--- src/sv/gbt_pkg.sv ---
package gbt_pkg;

  // Message framing constants
  localparam logic [7:0]  MARKER_BYTE   = 8'h40;
  localparam logic [15:0] TIME_CMD      = 16'h4561;
  localparam int          TIME_FIELDS   = 7;
  localparam int          PAYLOAD_BYTES = 70;
  localparam int          BUFFER_BYTES  = 72;

  // Parser states
  typedef enum logic [2:0] {
    ST_WAIT = 3'd0,
    ST_AT1  = 3'd1,
    ST_AT2  = 3'd2,
    ST_CMD1 = 3'd3,
    ST_COPY = 3'd4
  } parse_state_t;

  // Per-byte status codes
  typedef enum logic [1:0] {
    STAT_IDLE   = 2'd0,
    STAT_BUSY   = 2'd1,
    STAT_REJECT = 2'd2,
    STAT_DONE   = 2'd3
  } status_t;

  // One result transaction
  typedef struct packed {
    status_t     status;
    logic [15:0] year;
    logic [7:0]  month;
    logic [7:0]  day;
    logic [7:0]  hour;
    logic [7:0]  minute;
    logic [7:0]  second;
  } result_t;

endpackage

--- src/sv/gbt_parse_core.sv ---
module gbt_parse_core #(
  parameter int PAYLOAD_BYTES = gbt_pkg::PAYLOAD_BYTES,
  parameter int BUFFER_BYTES  = gbt_pkg::BUFFER_BYTES
) (
  input  logic             clk,
  input  logic             rst,
  input  logic             advance,
  input  logic [7:0]       data_byte,
  output gbt_pkg::result_t result
);
  import gbt_pkg::*;

  localparam int CNT_W = $clog2(PAYLOAD_BYTES + 1);
  localparam int IDX_W = $clog2(TIME_FIELDS);
  localparam bit FITS  = (PAYLOAD_BYTES <= BUFFER_BYTES);

  parse_state_t state;
  parse_state_t state_next;
  logic [7:0]   cmd_hi;
  logic [7:0]   cmd_hi_next;
  logic [7:0]   csum;
  logic [7:0]   csum_next;
  logic [CNT_W-1:0] bytes_left;
  logic [CNT_W-1:0] bytes_left_next;
  logic [CNT_W-1:0] idx;
  logic         tb_we;
  logic [7:0]   time_bytes [TIME_FIELDS];

  logic         cmd_ok;
  logic         last_byte;
  logic [7:0]   csum_fold;

  assign idx       = CNT_W'(PAYLOAD_BYTES) - bytes_left;
  assign cmd_ok    = ({cmd_hi, data_byte} == TIME_CMD) && FITS;
  assign last_byte = (bytes_left <= CNT_W'(1));
  assign csum_fold = csum ^ data_byte;

  // Next state
  always_comb begin
    case (state)
      ST_WAIT: state_next = (data_byte == MARKER_BYTE) ? ST_AT1 : ST_WAIT;
      ST_AT1:  state_next = (data_byte == MARKER_BYTE) ? ST_AT2 : ST_WAIT;
      ST_AT2:  state_next = ST_CMD1;
      ST_CMD1: state_next = cmd_ok ? ST_COPY : ST_WAIT;
      ST_COPY: state_next = last_byte ? ST_WAIT : ST_COPY;
      default: state_next = ST_WAIT;
    endcase
  end

  // Outputs and datapath updates
  always_comb begin
    result          = '0;
    result.status   = STAT_REJECT;
    cmd_hi_next     = cmd_hi;
    csum_next       = csum;
    bytes_left_next = bytes_left;
    tb_we           = 1'b0;
    case (state)
      ST_WAIT: begin
        result.status = (data_byte == MARKER_BYTE) ? STAT_BUSY : STAT_IDLE;
      end
      ST_AT1: begin
        result.status = STAT_BUSY;
      end
      ST_AT2: begin
        cmd_hi_next   = data_byte;
        csum_next     = data_byte;
        result.status = STAT_BUSY;
      end
      ST_CMD1: begin
        cmd_hi_next = data_byte;
        csum_next   = csum_fold;
        if (cmd_ok) begin
          bytes_left_next = CNT_W'(PAYLOAD_BYTES);
          result.status   = STAT_BUSY;
        end else begin
          result.status = STAT_REJECT;
        end
      end
      ST_COPY: begin
        csum_next = csum_fold;
        tb_we     = (idx < CNT_W'(TIME_FIELDS));
        if (!last_byte) begin
          bytes_left_next = bytes_left - CNT_W'(1);
          result.status   = STAT_BUSY;
        end else begin
          bytes_left_next = '0;
          if (csum_fold != 8'd0) begin
            result.status = STAT_REJECT;
          end else begin
            result.status = STAT_DONE;
            result.year   = {time_bytes[2], time_bytes[3]};
            result.month  = time_bytes[0];
            result.day    = time_bytes[1];
            result.hour   = time_bytes[4];
            result.minute = time_bytes[5];
            result.second = time_bytes[6];
          end
        end
      end
      default: begin
        result.status = STAT_REJECT;
      end
    endcase
  end

  // Advance parser state on each transaction
  always_ff @(posedge clk) begin
    if (rst) begin
      state      <= ST_WAIT;
      cmd_hi     <= '0;
      csum       <= '0;
      bytes_left <= '0;
    end else if (advance) begin
      state      <= state_next;
      cmd_hi     <= cmd_hi_next;
      csum       <= csum_next;
      bytes_left <= bytes_left_next;
    end
  end

  // Capture the leading time bytes
  always_ff @(posedge clk) begin
    if (advance && tb_we) begin
      time_bytes[idx[IDX_W-1:0]] <= data_byte;
    end
  end

endmodule

--- src/sv/gps_binary_time_message_parser.sv ---
// A byte accepted passes through the input register, then the result register.
// Throughput: one byte per cycle unless out_stall holds a full result register;
// only the combinational parser state update sits between the two registers.
// Reset: synchronous active-high rst returns the parser to waiting for a marker
// and empties both register stages.
module gps_binary_time_message_parser #(
  parameter int PAYLOAD_BYTES = gbt_pkg::PAYLOAD_BYTES,
  parameter int BUFFER_BYTES  = gbt_pkg::BUFFER_BYTES
) (
  input  logic        clk,
  input  logic        rst,
  input  logic        in_valid,
  output logic        in_stall,
  input  logic [7:0]  data_byte,
  output logic        out_valid,
  input  logic        out_stall,
  output logic [1:0]  status,
  output logic [15:0] year,
  output logic [7:0]  month,
  output logic [7:0]  day,
  output logic [7:0]  hour,
  output logic [7:0]  minute,
  output logic [7:0]  second
);
  import gbt_pkg::*;

  logic       in_reg_valid;
  logic [7:0] in_reg_byte;
  logic       accept;
  logic       advance;
  result_t    result;

  assign advance  = in_reg_valid && (!out_valid || !out_stall);
  assign in_stall = in_reg_valid && !advance;
  assign accept   = in_valid && !in_stall;

  // Hold the incoming byte
  always_ff @(posedge clk) begin
    if (rst) begin
      in_reg_valid <= 1'b0;
    end else if (accept) begin
      in_reg_valid <= 1'b1;
    end else if (advance) begin
      in_reg_valid <= 1'b0;
    end
  end

  always_ff @(posedge clk) begin
    if (accept) begin
      in_reg_byte <= data_byte;
    end
  end

  gbt_parse_core #(
    .PAYLOAD_BYTES (PAYLOAD_BYTES),
    .BUFFER_BYTES  (BUFFER_BYTES)
  ) u_core (
    .clk       (clk),
    .rst       (rst),
    .advance   (advance),
    .data_byte (in_reg_byte),
    .result    (result)
  );

  // Register the result transaction
  always_ff @(posedge clk) begin
    if (rst) begin
      out_valid <= 1'b0;
    end else if (advance) begin
      out_valid <= 1'b1;
    end else if (!out_stall) begin
      out_valid <= 1'b0;
    end
  end

  always_ff @(posedge clk) begin
    if (advance) begin
      status <= result.status;
      year   <= result.year;
      month  <= result.month;
      day    <= result.day;
      hour   <= result.hour;
      minute <= result.minute;
      second <= result.second;
    end
  end

`ifndef SYNTH
  a_stall_only_when_full: assert property (@(posedge clk) disable iff (rst)
    in_stall |-> (in_reg_valid && out_valid && out_stall))
    else $error("input stalled while the result register could take data");

  a_advance_fills_output: assert property (@(posedge clk) disable iff (rst)
    advance |=> out_valid)
    else $error("advanced transaction did not reach the result register");

  a_time_zero_unless_done: assert property (@(posedge clk) disable iff (rst)
    (out_valid && status != STAT_DONE) |->
      (year == 16'd0 && month == 8'd0 && day == 8'd0 &&
       hour == 8'd0 && minute == 8'd0 && second == 8'd0))
    else $error("time fields nonzero on a result that is not complete");
`endif

endmodule
--- config.mk ---
export PLATFORM = sky130hd
export DESIGN_NAME = gps_binary_time_message_parser
export DESIGN_NICKNAME = d
export VERILOG_FILES = /design/src/sv/gbt_pkg.sv /design/src/sv/gbt_parse_core.sv /design/src/sv/gps_binary_time_message_parser.sv
export SDC_FILE = /design/constraint.sdc
export NUM_CORES = 1
export LEC_CHECK = 0
export ABC_AREA = 1
export BUFFER_PORTS_ARGS = -buffer_cell sky130_fd_sc_hd__clkbuf_2
export CAP_MARGIN = 0
export CORE_UTILIZATION = 30
export DETAILED_ROUTE_END_ITERATION = 10
export PLACE_DENSITY = 0.5
export SLEW_MARGIN = 20
export SYNTH_ARGS = -nofsm -noshare
export SYNTH_HDL_FRONTEND = slang
export SYNTH_SLANG_ARGS = --single-unit
--- constraint.sdc ---
create_clock -name clk -period 8.5 [get_ports clk]
set_clock_uncertainty 0.2 [all_clocks]
set_input_delay 1.275 -clock clk [delete_from_list [all_inputs] [get_ports clk]]
set_output_delay 1.275 -clock clk [all_outputs]
set_load 0.01 [all_outputs]
==> results.md, run 1 <==
* Status: finished clean
* Post-CTS setup buffers at 0
* Multi-input gate area at 1390 um^2
* Routed WL per cell at 13.0 um
* Critical-path maximum fanout at 62
* First-pass GRT wire length at 18500 um
* Synth Area in Compound Gates at under 10%
* Startpoint types: input pin
* Total Nets Final at 626
* Slew margin rel. at 33.0%
* Storage cell area at 4220 um^2
* Ant. Diodes at 0
* GP Congestion at 0.811
* Syn. warnings at 0
* Syn avg cell area at between 10 and 15 um^2
* Worst path arrival time at 3.44 ns
* WHS at 0.264 ns
* XOR/XNOR share of the synthesized area at 1.30%
* Grt total ovfl at 0
* Ports at 72
* #FFs+latches synth at 150
* Initial antenna violation count at 0
* Highest clock rate at 279 MHz
* Max-slew violation count at 0
* Pleak at 2.92 nW
* Syn Nets at 548
* Drt total wl at between 10000 and 15000 um
* Slew @ Worst Pin at 1.00 ns
* Clock tree sinks at 150
* Seq/Total Area, Yosys at 69.8%
* Setup_tns at 0 ns
* CTS Buffer Depth at 2
* Post-synthesis adder-cell area fraction at 0.620%
* Pre-antenna DRT Iters at 5
* Switch Pwr at around 0.32 mW
* Critical Path Max Stage Delay at between 0.5 and 0.6 ns
* Vias/cell at 4.27
* Fin area at 7260 um^2
* Slowest-stage cell, CP: buf_4
* Hold-fix buffers, CTS at 0
* Layout fillers at 1892
* Buffers added on ports at 71
* Final Hold Viols at 0
* Critical path class: in -> reg
* Die ar. at 20700 um^2
* Min-Delay Path Class: reg -> reg
* Multiplexer share of the synthesized area at 0%
* DRT antenna net count at 0
* Root Buffer: clkbuf_16
* DP Area at approximately 6600 um^2
* Gates resized, CTS repair at 0
* Die Y at between 100 and 150 um
* Largest family of logic cells by synthesized area: simple AND/OR/NAND/NOR gates
* Synth area leaders: edfxtp_1 61%, dfxtp_1 9.3%, nand2_1 5.3%
* Pin count of the biggest net entering global routing at 63
* H-tree depth at 4
* Vias in the first global route at 3726
* Width of the chip at 144 um
* Switching share of power at 20.0%
* Power Dens Cells at 221 nW/um^2
* Share of total power in sequential cells at 50.9%
* Bufs and invs on worst path at 3
* Total CTS buffers at 17
* Post-route DRC at 0
* Delay-heaviest family, CP: simple AND/OR/NAND/NOR gates
* Post-synthesis cell type count at 30
* Worst skew pair latency at between 0.4 and 0.5 ns
* Simple-gate area share of the yosys netlist at 16.6%
* Syn Std Cell Area at 6050 um^2
* Cell mode on critical path: nand2_1
* DRT iter0 DRCs at 209
* RSZ-0062 raised after global routing: no
* Worst setup EP type: flip-flop
* Gate power share at 2.3%
* Gate Count Post-Synth at 533
* Clock power frac at approximately 47%
* Min Tclk post-route at 3.59 ns
* GRT Util Overall at 12.2%
* Critical path required time at 8.35 ns
* Setup Viol. Count Final at 0
* # rows at 51
* Layout area overhead at 20.0%
* Via count at approximately 3800
* Period utilization at 42.2%
* Synth area leader: edfxtp_1
* CTS tree: yes
* MaxCap Viol Count at 0
* Worst-path cell chain: clkbuf_2 -> nand2_1 -> nand2_1 -> inv_2 -> buf_4 -> nand2_4 -> nor2_2 -> nand4_1 -> nor2_1
* Int Power at about 1.3 mW
* Peak VDD IR at 0.000133 V
* Share of cells above drive strength 1 at 20.5%
* Largest register FFs at 56
* Starting Density at 30.9%
* Area share of the largest cell type after synthesis at 60.6%
* Core area at roughly 20000 um^2
* Clock transition at path regs at 0.06 ns
* Post-DP HPWL at between 7000 and 8000 um
## final timing paths
check / from / slack, ns / cells past startpoint / endpoint
max reg2reg: in_reg_byte[0] / 5.52 / 5 / minute[6]
min: u_core.cmd_hi[2] / 0.26 / 2 / u_core.cmd_hi[2]
min reg2reg: u_core.cmd_hi[2] / 0.26 / 2 / u_core.cmd_hi[2]
max: out_stall / 4.91 / 9 / u_core.time_bytes[4][0]
## cell usage after synthesis, drive strengths merged
library cell / n
nor3: 3
o21ai: 22
or2: 1
a211oi: 1
clkbuf: 4
clkinv: 1
inv: 87
nor4: 2
o21bai: 1
nand3b: 1
nand2: 87
edfxtp: 122
xnor2: 8
nand4: 5
dfxtp: 28
nand3: 25
a21oi: 27
buf: 9
ha: 3
nor2: 95
xor2: 1
## metal layers
metal  track usage (%)  up-vias  part of all wire (%)
met5                 0        -                     0
met3              4.14       10                   4.9
met4              5.49        0                  0.97
met2              20.1       94                    49
li1                  -     1895                     -
met1              14.4     1799                    45
## area by class of cell
| class | count | area share (%) |
|---|---|---|
| Clock inverter | 6 | 0.620 |
| Sequential cell | 150 | 58.2 |
| Clock buffer | 26 | 7.91 |
| Inverter | 88 | 4.55 |
| Timing Repair Buffer | 72 | 5.00 |
| Multi-Input combinational cell | 282 | 19.2 |
| Tap cell | 265 | 4.57 |
## cell usage in the layout (no fill, tap or decap), drive strengths merged
cell type    n
xor2         1
nand4        5
a211oi       1
nand2       87
xnor2        8
buf          1
inv         90
nand3       25
o21bai       1
o21ai       22
ha           3
nor3         3
nor4         2
edfxtp     122
a21oi       27
clkinv       2
clkinvlp     2
dfxtp       28
or2          1
nor2        95
clkbuf      97
nand3b       1
## through the flow
| stage | setup WS, ns | power [mW] | cells | util [%] |
|---|---|---|---|---|
| 3_5_place_dp | 4.37 | 0.872 | 857 | 33.9 |
| 4_1_cts | 4.82 | 1.63 | 889 | 37.1 |
| 2_1_floorplan | 4.28 | 0.849 | 533 | - |
| 6_report | 4.91 | 1.61 | 889 | 37.1 |
| 3_3_place_gp | 4.43 | 0.871 | 857 | 33.9 |
| 5_1_grt | 4.55 | 1.66 | 889 | 37.1 |
## power by group through the flow
stage                     registers, mW  logic [mW]  clock network [mW]
after global placement            0.835      0.0364                   0
after global routing              0.820      0.0406               0.800
final                             0.819      0.0362               0.753
after detailed placement          0.835      0.0372                   0
after floorplan                   0.834      0.0147                   0
after CTS                         0.819      0.0372               0.771
## cells by family after synthesis
kind of cell | after synthesis
AND/OR/NAND/NOR | 219
buffers and inverters | 101
adder cells (fa/ha/maj) | 3
AO/OA/AOI/OAI | 51
XOR/XNOR | 9
flip-flops | 150
## tightest hold or removal path, delay by kind of cell (launching register included)
family                 cells  cell delay, ns
flip-flops                 1            0.30
buffers and inverters      1            0.06
AO/OA/AOI/OAI              1            0.06
Power figures use the tool's default switching activity.
==> run 2: changes to the inputs <==
Clock period 8.5 ns to 3.5 ns, I/O delays scaled along.
==> run 2 against run 1 <==
Critical path depth shrank 1. Worst hold slack lost 0.19 ns. Clock power grew 140%. Register-to-register slack lost 4.8 ns. Cell area grew 0.26%. Combinational power grew to 2.7 times the previous value. Setup slack lost 4.2 ns. Largest cell class unchanged. Wire length grew 2.2%. Via count shrank 0.76%.
==> results.md, run 2 (same netlist as run 1, synthesis figures left out) <==
* Status: finished clean
* Startpoint types: flip-flop
* Ports at between 70 and 80
* Hold-fix buffers, CTS at 0
* Total Nets Final at 631
* Critical path class: reg -> reg
* Total CTS buffers at 17
* DRT iter0 DRCs at 240
* Min-Delay Path Class: in -> reg
* Power Dens Cells at 538 nW/um^2
* Peak VDD IR at 0.000305 V
* CTS tree: yes
* RSZ-0062 raised after global routing: no
* Slew margin rel. at 48.1%
* Buffers added on ports at 71
* Gates resized, CTS repair at 0
* Share of cells above drive strength 1 at about a fifth
* Critical-path maximum fanout at 8
* Worst path arrival time at 2.65 ns
* Critical Path Max Stage Delay at 0.58 ns
* Worst skew pair latency at 0.42 ns
* Reg2reg start: u_core.bytes_left[0]
* Gate power share at 2.5%
* Switch Pwr at ~0.80 mW
* Initial antenna violation count at 0
* Bufs and invs on worst path at 2
* Period utilization at 80.1%
* Post-CTS setup buffers at 0
* Leading cell type in the layout, fill and taps excluded: edfxtp_1
* First-pass GRT wire length at 19400 um
* Pre-antenna DRT Iters at 5
* Starting Density at a little under a third
* Layout fillers at 1953
* Layout area overhead at 20.4%
* Routed WL per cell at 13.2 um
* Die Y at 144 um
* Post-layout util at 37.2%
* Setup Viol. Count Final at 0
* Vias/cell at 4.22
* Number of cells on the critical path at 8
* Via count at 3769
* Worst-path cell chain: clkinv_1 -> ha_1 -> inv_1 -> nand2_1 -> o21ai_0 -> nand2_1 -> nand4_1 -> nor2_1
* Width of the chip at 144 um
* Critical path required time at 3.35 ns
* Delay-heaviest family, CP: simple AND/OR/NAND/NOR gates
* Max-slew violation count at 0
* Int Power at 3.11 mW
* Root Buffer: clkbuf_16
* Most frequent cells in the layout: 122 x edfxtp_1, 86 x nand2_1, 82 x inv_1
* H-tree depth at 4
* DP Area at about 6700 um^2
* Share of total power in sequential cells at 50.5%
* Die ar. at 20700 um^2
* Core area at 19600 um^2
* Pin count of the biggest net entering global routing at 62
* R2r worst-path depth at 8
* Clock transition at path regs at 0.06 ns
* Grt total ovfl at 0
* Final Hold Viols at 0
* Clock power frac at 47.0%
* WHS at 0.0764 ns
* GRT Util Overall at approximately an eighth
* Post-DP HPWL at 8010 um
* Clock tree sinks at 150
* Min Tclk post-route at around 2.8 ns
* DRT antenna net count at 0
* Fin area at 7280 um^2
* Vias in the first global route at 3895
* Pleak at 2.93 nW
* Worst setup path endpoint: u_core.time_bytes[3][2]
* Highest clock rate at 357 MHz
* Slew @ Worst Pin at 0.779 ns
* Cell mode on critical path: nand2_1
* Post-route DRC at 0
* # rows at 51
* Largest register FFs at 56
* Ant. Diodes at 0
* Drt total wl at 11800 um
* Worst setup EP type: flip-flop
* Setup_tns at 0 ns
* CTS Buffer Depth at 2
* Critical R2R Capture: u_core.time_bytes[3][2]
* Switching share of power at 20.5%
* GP Congestion at 0.776
* Worst Setup SP: u_core.bytes_left[0]
* MaxCap Viol Count at 0
* Slowest-stage cell, CP: nor2_1
* Reg2Reg Setup Slack at 0.70 ns
run 2: cell types whose count changed in the layout (fill, tap and decap cells not counted), sizes merged:
cell / change
buf: +5
bufinv: +3
clkbuf: -9
clkinv: +5
inv: +1
run 2: power groups by stage:
stage | clock network (mW) | logic [mW] | registers [mW]
after global routing | 1.96 | 0.112 | 1.98
final | 1.84 | 0.0990 | 1.98
after detailed placement | 0 | 0.103 | 2.02
after CTS | 1.88 | 0.103 | 1.98
after global placement | 0 | 0.100 | 2.02
after floorplan | 0 | 0.0356 | 2.03
run 2: final cells by class:
cell class	instances	area (um^2)	area share (%)
Inverter	88	330	4.54
Sequential cell	150	4220	58.0
Clock inverter	15	175	2.41
Multi-Input combinational cell	282	1390	19.1
Timing Repair Buffer	77	400	5.50
Tap cell	265	332	4.55
Clock buffer	17	425	5.84
run 2: worst register-to-register path, cell delays in order, from the launching register on:
cell	delay [ns]
dfxtp_1	0.45
clkinv_1	0.26
ha_1	0.40
inv_1	0.08
nand2_1	0.09
o21ai_0	0.09
nand2_1	0.09
nand4_1	0.18
nor2_1	0.58
run 2: layer usage:
| layer | global-route usage [%] | up-vias | part of all wire, % |
|---|---|---|---|
| li1 | - | 1906 | - |
| met3 | 3.64 | 14 | 4.8 |
| met4 | 6.83 | 0 | 1.3 |
| met1 | 15.0 | 1747 | 45 |
| met5 | 0 | - | 0 |
| met2 | 20.9 | 102 | 49 |
run 2: stage by stage:
| step | setup slack (ns) | std cells | power [mW] |
|---|---|---|---|
| finish | 0.696 | 894 | 3.92 |
| global route | 0.409 | 894 | 4.05 |
| CTS | 0.676 | 894 | 3.97 |
| detailed placement | 0.692 | 862 | 2.12 |
| global placement | 0.826 | 862 | 2.12 |
| floorplan | 0.0298 | 533 | 2.06 |
run 2: worst min-delay path by stage:
stage                      from          endpoint  slack [ns]  depth (start not counted)
2_1_floorplan  u_core.cmd_hi[2]  u_core.cmd_hi[2]        0.23                          2
3_3_place_gp   u_core.cmd_hi[2]  u_core.cmd_hi[2]        0.24                          2
3_5_place_dp   u_core.cmd_hi[2]  u_core.cmd_hi[2]        0.26                          2
4_1_cts            data_byte[0]    in_reg_byte[0]        0.06                          1
5_1_grt            data_byte[0]    in_reg_byte[0]        0.06                          1
6_report           data_byte[0]    in_reg_byte[0]        0.08                          1
==> run 3: changes to the inputs <==
Settings changed: ABC_AREA 1 to 0.
Clock period 3.5 ns to 2.65 ns, I/O delays scaled along.
==> run 3 against run 2 <==
Fmax is 13% higher. Area after synthesis shrank 4.5%. Highest routed layer unchanged. Critical path depth stayed put. Largest cell class unchanged. Largest power group unchanged.
==> results.md, run 3 <==
* Status: finished clean
* Vias/cell at ~4.6
* Asr flop ratio synth at 0%
* Total Nets Final at 530
* R2r worst-path depth at 8
* Peak VDD IR at about 0.00045 V
* Critical path class: reg -> reg
* Area share of the largest cell type after synthesis at 63.4%
* Fin area at about 7400 um^2
* # rows at 50
* Gates resized, CTS repair at 0
* Setup Viol. Count Final at 0
* GP Congestion at roughly 0.79
* Power Dens Cells at 703 nW/um^2
* First-pass GRT wire length at 17700 um
* Worst skew pair latency at 0.42 ns
* H-tree depth at 4
* GRT Util Overall at 12.2%
* Most frequent cells in the layout: 122 x edfxtp_1, 71 x clkbuf_2, 56 x and2_1
* Syn avg cell area at ~14 um^2
* Share of cells above drive strength 1 at 28.4%
* Largest register FFs at 56
* Synth area leaders: edfxtp_1 63%, dfxtp_1 9.7%, and2_1 6.1%
* Worst Setup SP: u_core.bytes_left[1]
* Total CTS buffers at 17
* Worst setup path endpoint: u_core.time_bytes[3][2]
* Min Tclk post-route at 2.49 ns
* Critical-path maximum fanout at 8
* Post-synth EDFFs at 122
* Slew @ Worst Pin at 0.741 ns
* WHS Path Cells at 3
* MaxCap Viol Count at 0
* Final Hold Viols at 0
* Initial antenna violation count at 0
* Ports at just over 70
* Syn Std Cell Area at 5780 um^2
* Grt total ovfl at 0
* Highest clock rate at 402 MHz
* Syn. warnings at 0
* Width of the chip at approximately 140 um
* Gate Count Post-Synth at 408
* Count leader, synth: edfxtp_1
* Layout area overhead at 27.5%
* CTS tree: yes
* Starting Density at 30.8%
* Buffers added on ports at approximately 70
* Period utilization at between 90 and 100%
* Die ar. at 19800 um^2
* Post-synth top cells: 122 x edfxtp_1, 56 x and2_1, 33 x nand2_1
* Worst path arrival time at 2.42 ns
* Core area at 18800 um^2
* Vias in the first global route at 3307
* Reg2reg start: u_core.bytes_left[1]
* Min-Delay Path Class: in -> reg
* Drt total wl at 11200 um
* Pin count of the biggest net entering global routing at 59
* Syn Nets at 423
* Worst setup EP type: flip-flop
* Leading cell type in the layout, fill and taps excluded: edfxtp_1
* Critical path required time at 2.58 ns
* Clock transition at path regs at 0.06 ns
* CTS Buffer Depth at 2
* DRT antenna net count at 0
* Max-slew violation count at 0
* Clock tree sinks at 150
* Pwr Total at ~5.2 mW
* Pre-antenna DRT Iters at 4
* Pleak at 2.59 nW
* Reg2Reg Setup Slack at around 0.16 ns
* Via count at 3477
* Slew margin rel. at between 50 and 60%
* DP Area at 6650 um^2
* Die Y at 141 um
* Startpoint types: flip-flop
* Setup_tns at 0 ns
* Post-route DRC at 0
* Ant. Diodes at 0
* Synth Flop Type: edfxtp_1
* Synth area leader: edfxtp_1
* Post-DP HPWL at 7380 um
* Root Buffer: clkbuf_16
* Seq/Total Area, Yosys at 73.1%
* Routed WL per cell at 14.7 um
* Post-synthesis cell type count at 52
* DRT iter0 DRCs at approximately 160
* #FFs+latches synth at 150
* Critical R2R Capture: u_core.time_bytes[3][2]
[run 3: how the worst min path moves through the flow]
stage | startpoint | to | slack (ns)
floorplan | u_core.cmd_hi[1] | u_core.cmd_hi[1] | 0.23
global placement | u_core.cmd_hi[7] | u_core.cmd_hi[7] | 0.24
detailed placement | u_core.cmd_hi[2] | u_core.cmd_hi[2] | 0.25
CTS | out_stall | out_valid | 0.03
global route | out_stall | out_valid | 0.07
finish | out_stall | out_valid | 0.05
[run 3: stage by stage]
step	setup slack [ns]	hold slack, ns	util [%]	instances
after floorplan	0.000249	0.232	-	408
after global placement	0.129	0.242	35.4	719
after detailed placement	0.0810	0.245	35.4	719
after CTS	0.0729	0.0310	39.0	760
after global routing	-0.00111	0.0748	39.3	762
final	0.164	0.0467	39.3	762
[run 3: per-layer routing]
layer | wire length [um] | GRT usage (%) | share of wire (%) | up-vias
met5 | 0 | 0 | 0 | -
met4 | 294 | 6.64 | 2.6 | 0
met3 | 490 | 3.84 | 4.4 | 18
met2 | 5460 | 20.1 | 49 | 80
met1 | 4960 | 14.1 | 44 | 1677
li1 | - | - | - | 1702
[run 3: layout make-up]
cell class              instances  area (um^2)
inverters                       6         38.8
well taps                     234          293
clock buffers                  17          425
repair buffers                108          693
fillers                      1739        11400
multi-input cells             232         1530
flip-flops and latches        150         4220
clock inverters                15          166
[run 3: logic make-up (layout without fill, tap and decap cells)]
group | count (synthesis) | after routing | share of synthesized area (%)
simple gates | 156 | 156 | 15.4
flops | 150 | 150 | 73.1
compound gates | 60 | 60 | 7.02
buf+inv | 26 | 146 | 1.82
xor+xnor | 12 | 12 | 1.82
fa+ha+maj | 3 | 3 | 0.650
mux | 1 | 1 | 0.173
[run 3: timing repair]
item	in CTS	in global routing
setup buffers	0	2
setup endpoints to repair	0	16
hold buffers	9	0
hold endpoints to repair	9	0
[run 3: worst max-delay path, cell delays in order (launching register included)]
cell	delay [ns]
dfxtp_1	0.40
ha_1	0.25
a21oi_1	0.11
mux2i_1	0.17
a2111oi_4	0.37
nand4_1	0.17
buf_4	0.19
nor3_4	0.19
buf_12	0.15
[run 3: where the power goes]
part	switching, mW	leakage [nW]	internal, mW	total [mW]
clock network	0.981	0.283	1.40	2.39
logic	0.110	0.996	0.0642	0.174
registers	0.0234	1.32	2.60	2.62
total	1.11	2.59	4.07	5.18
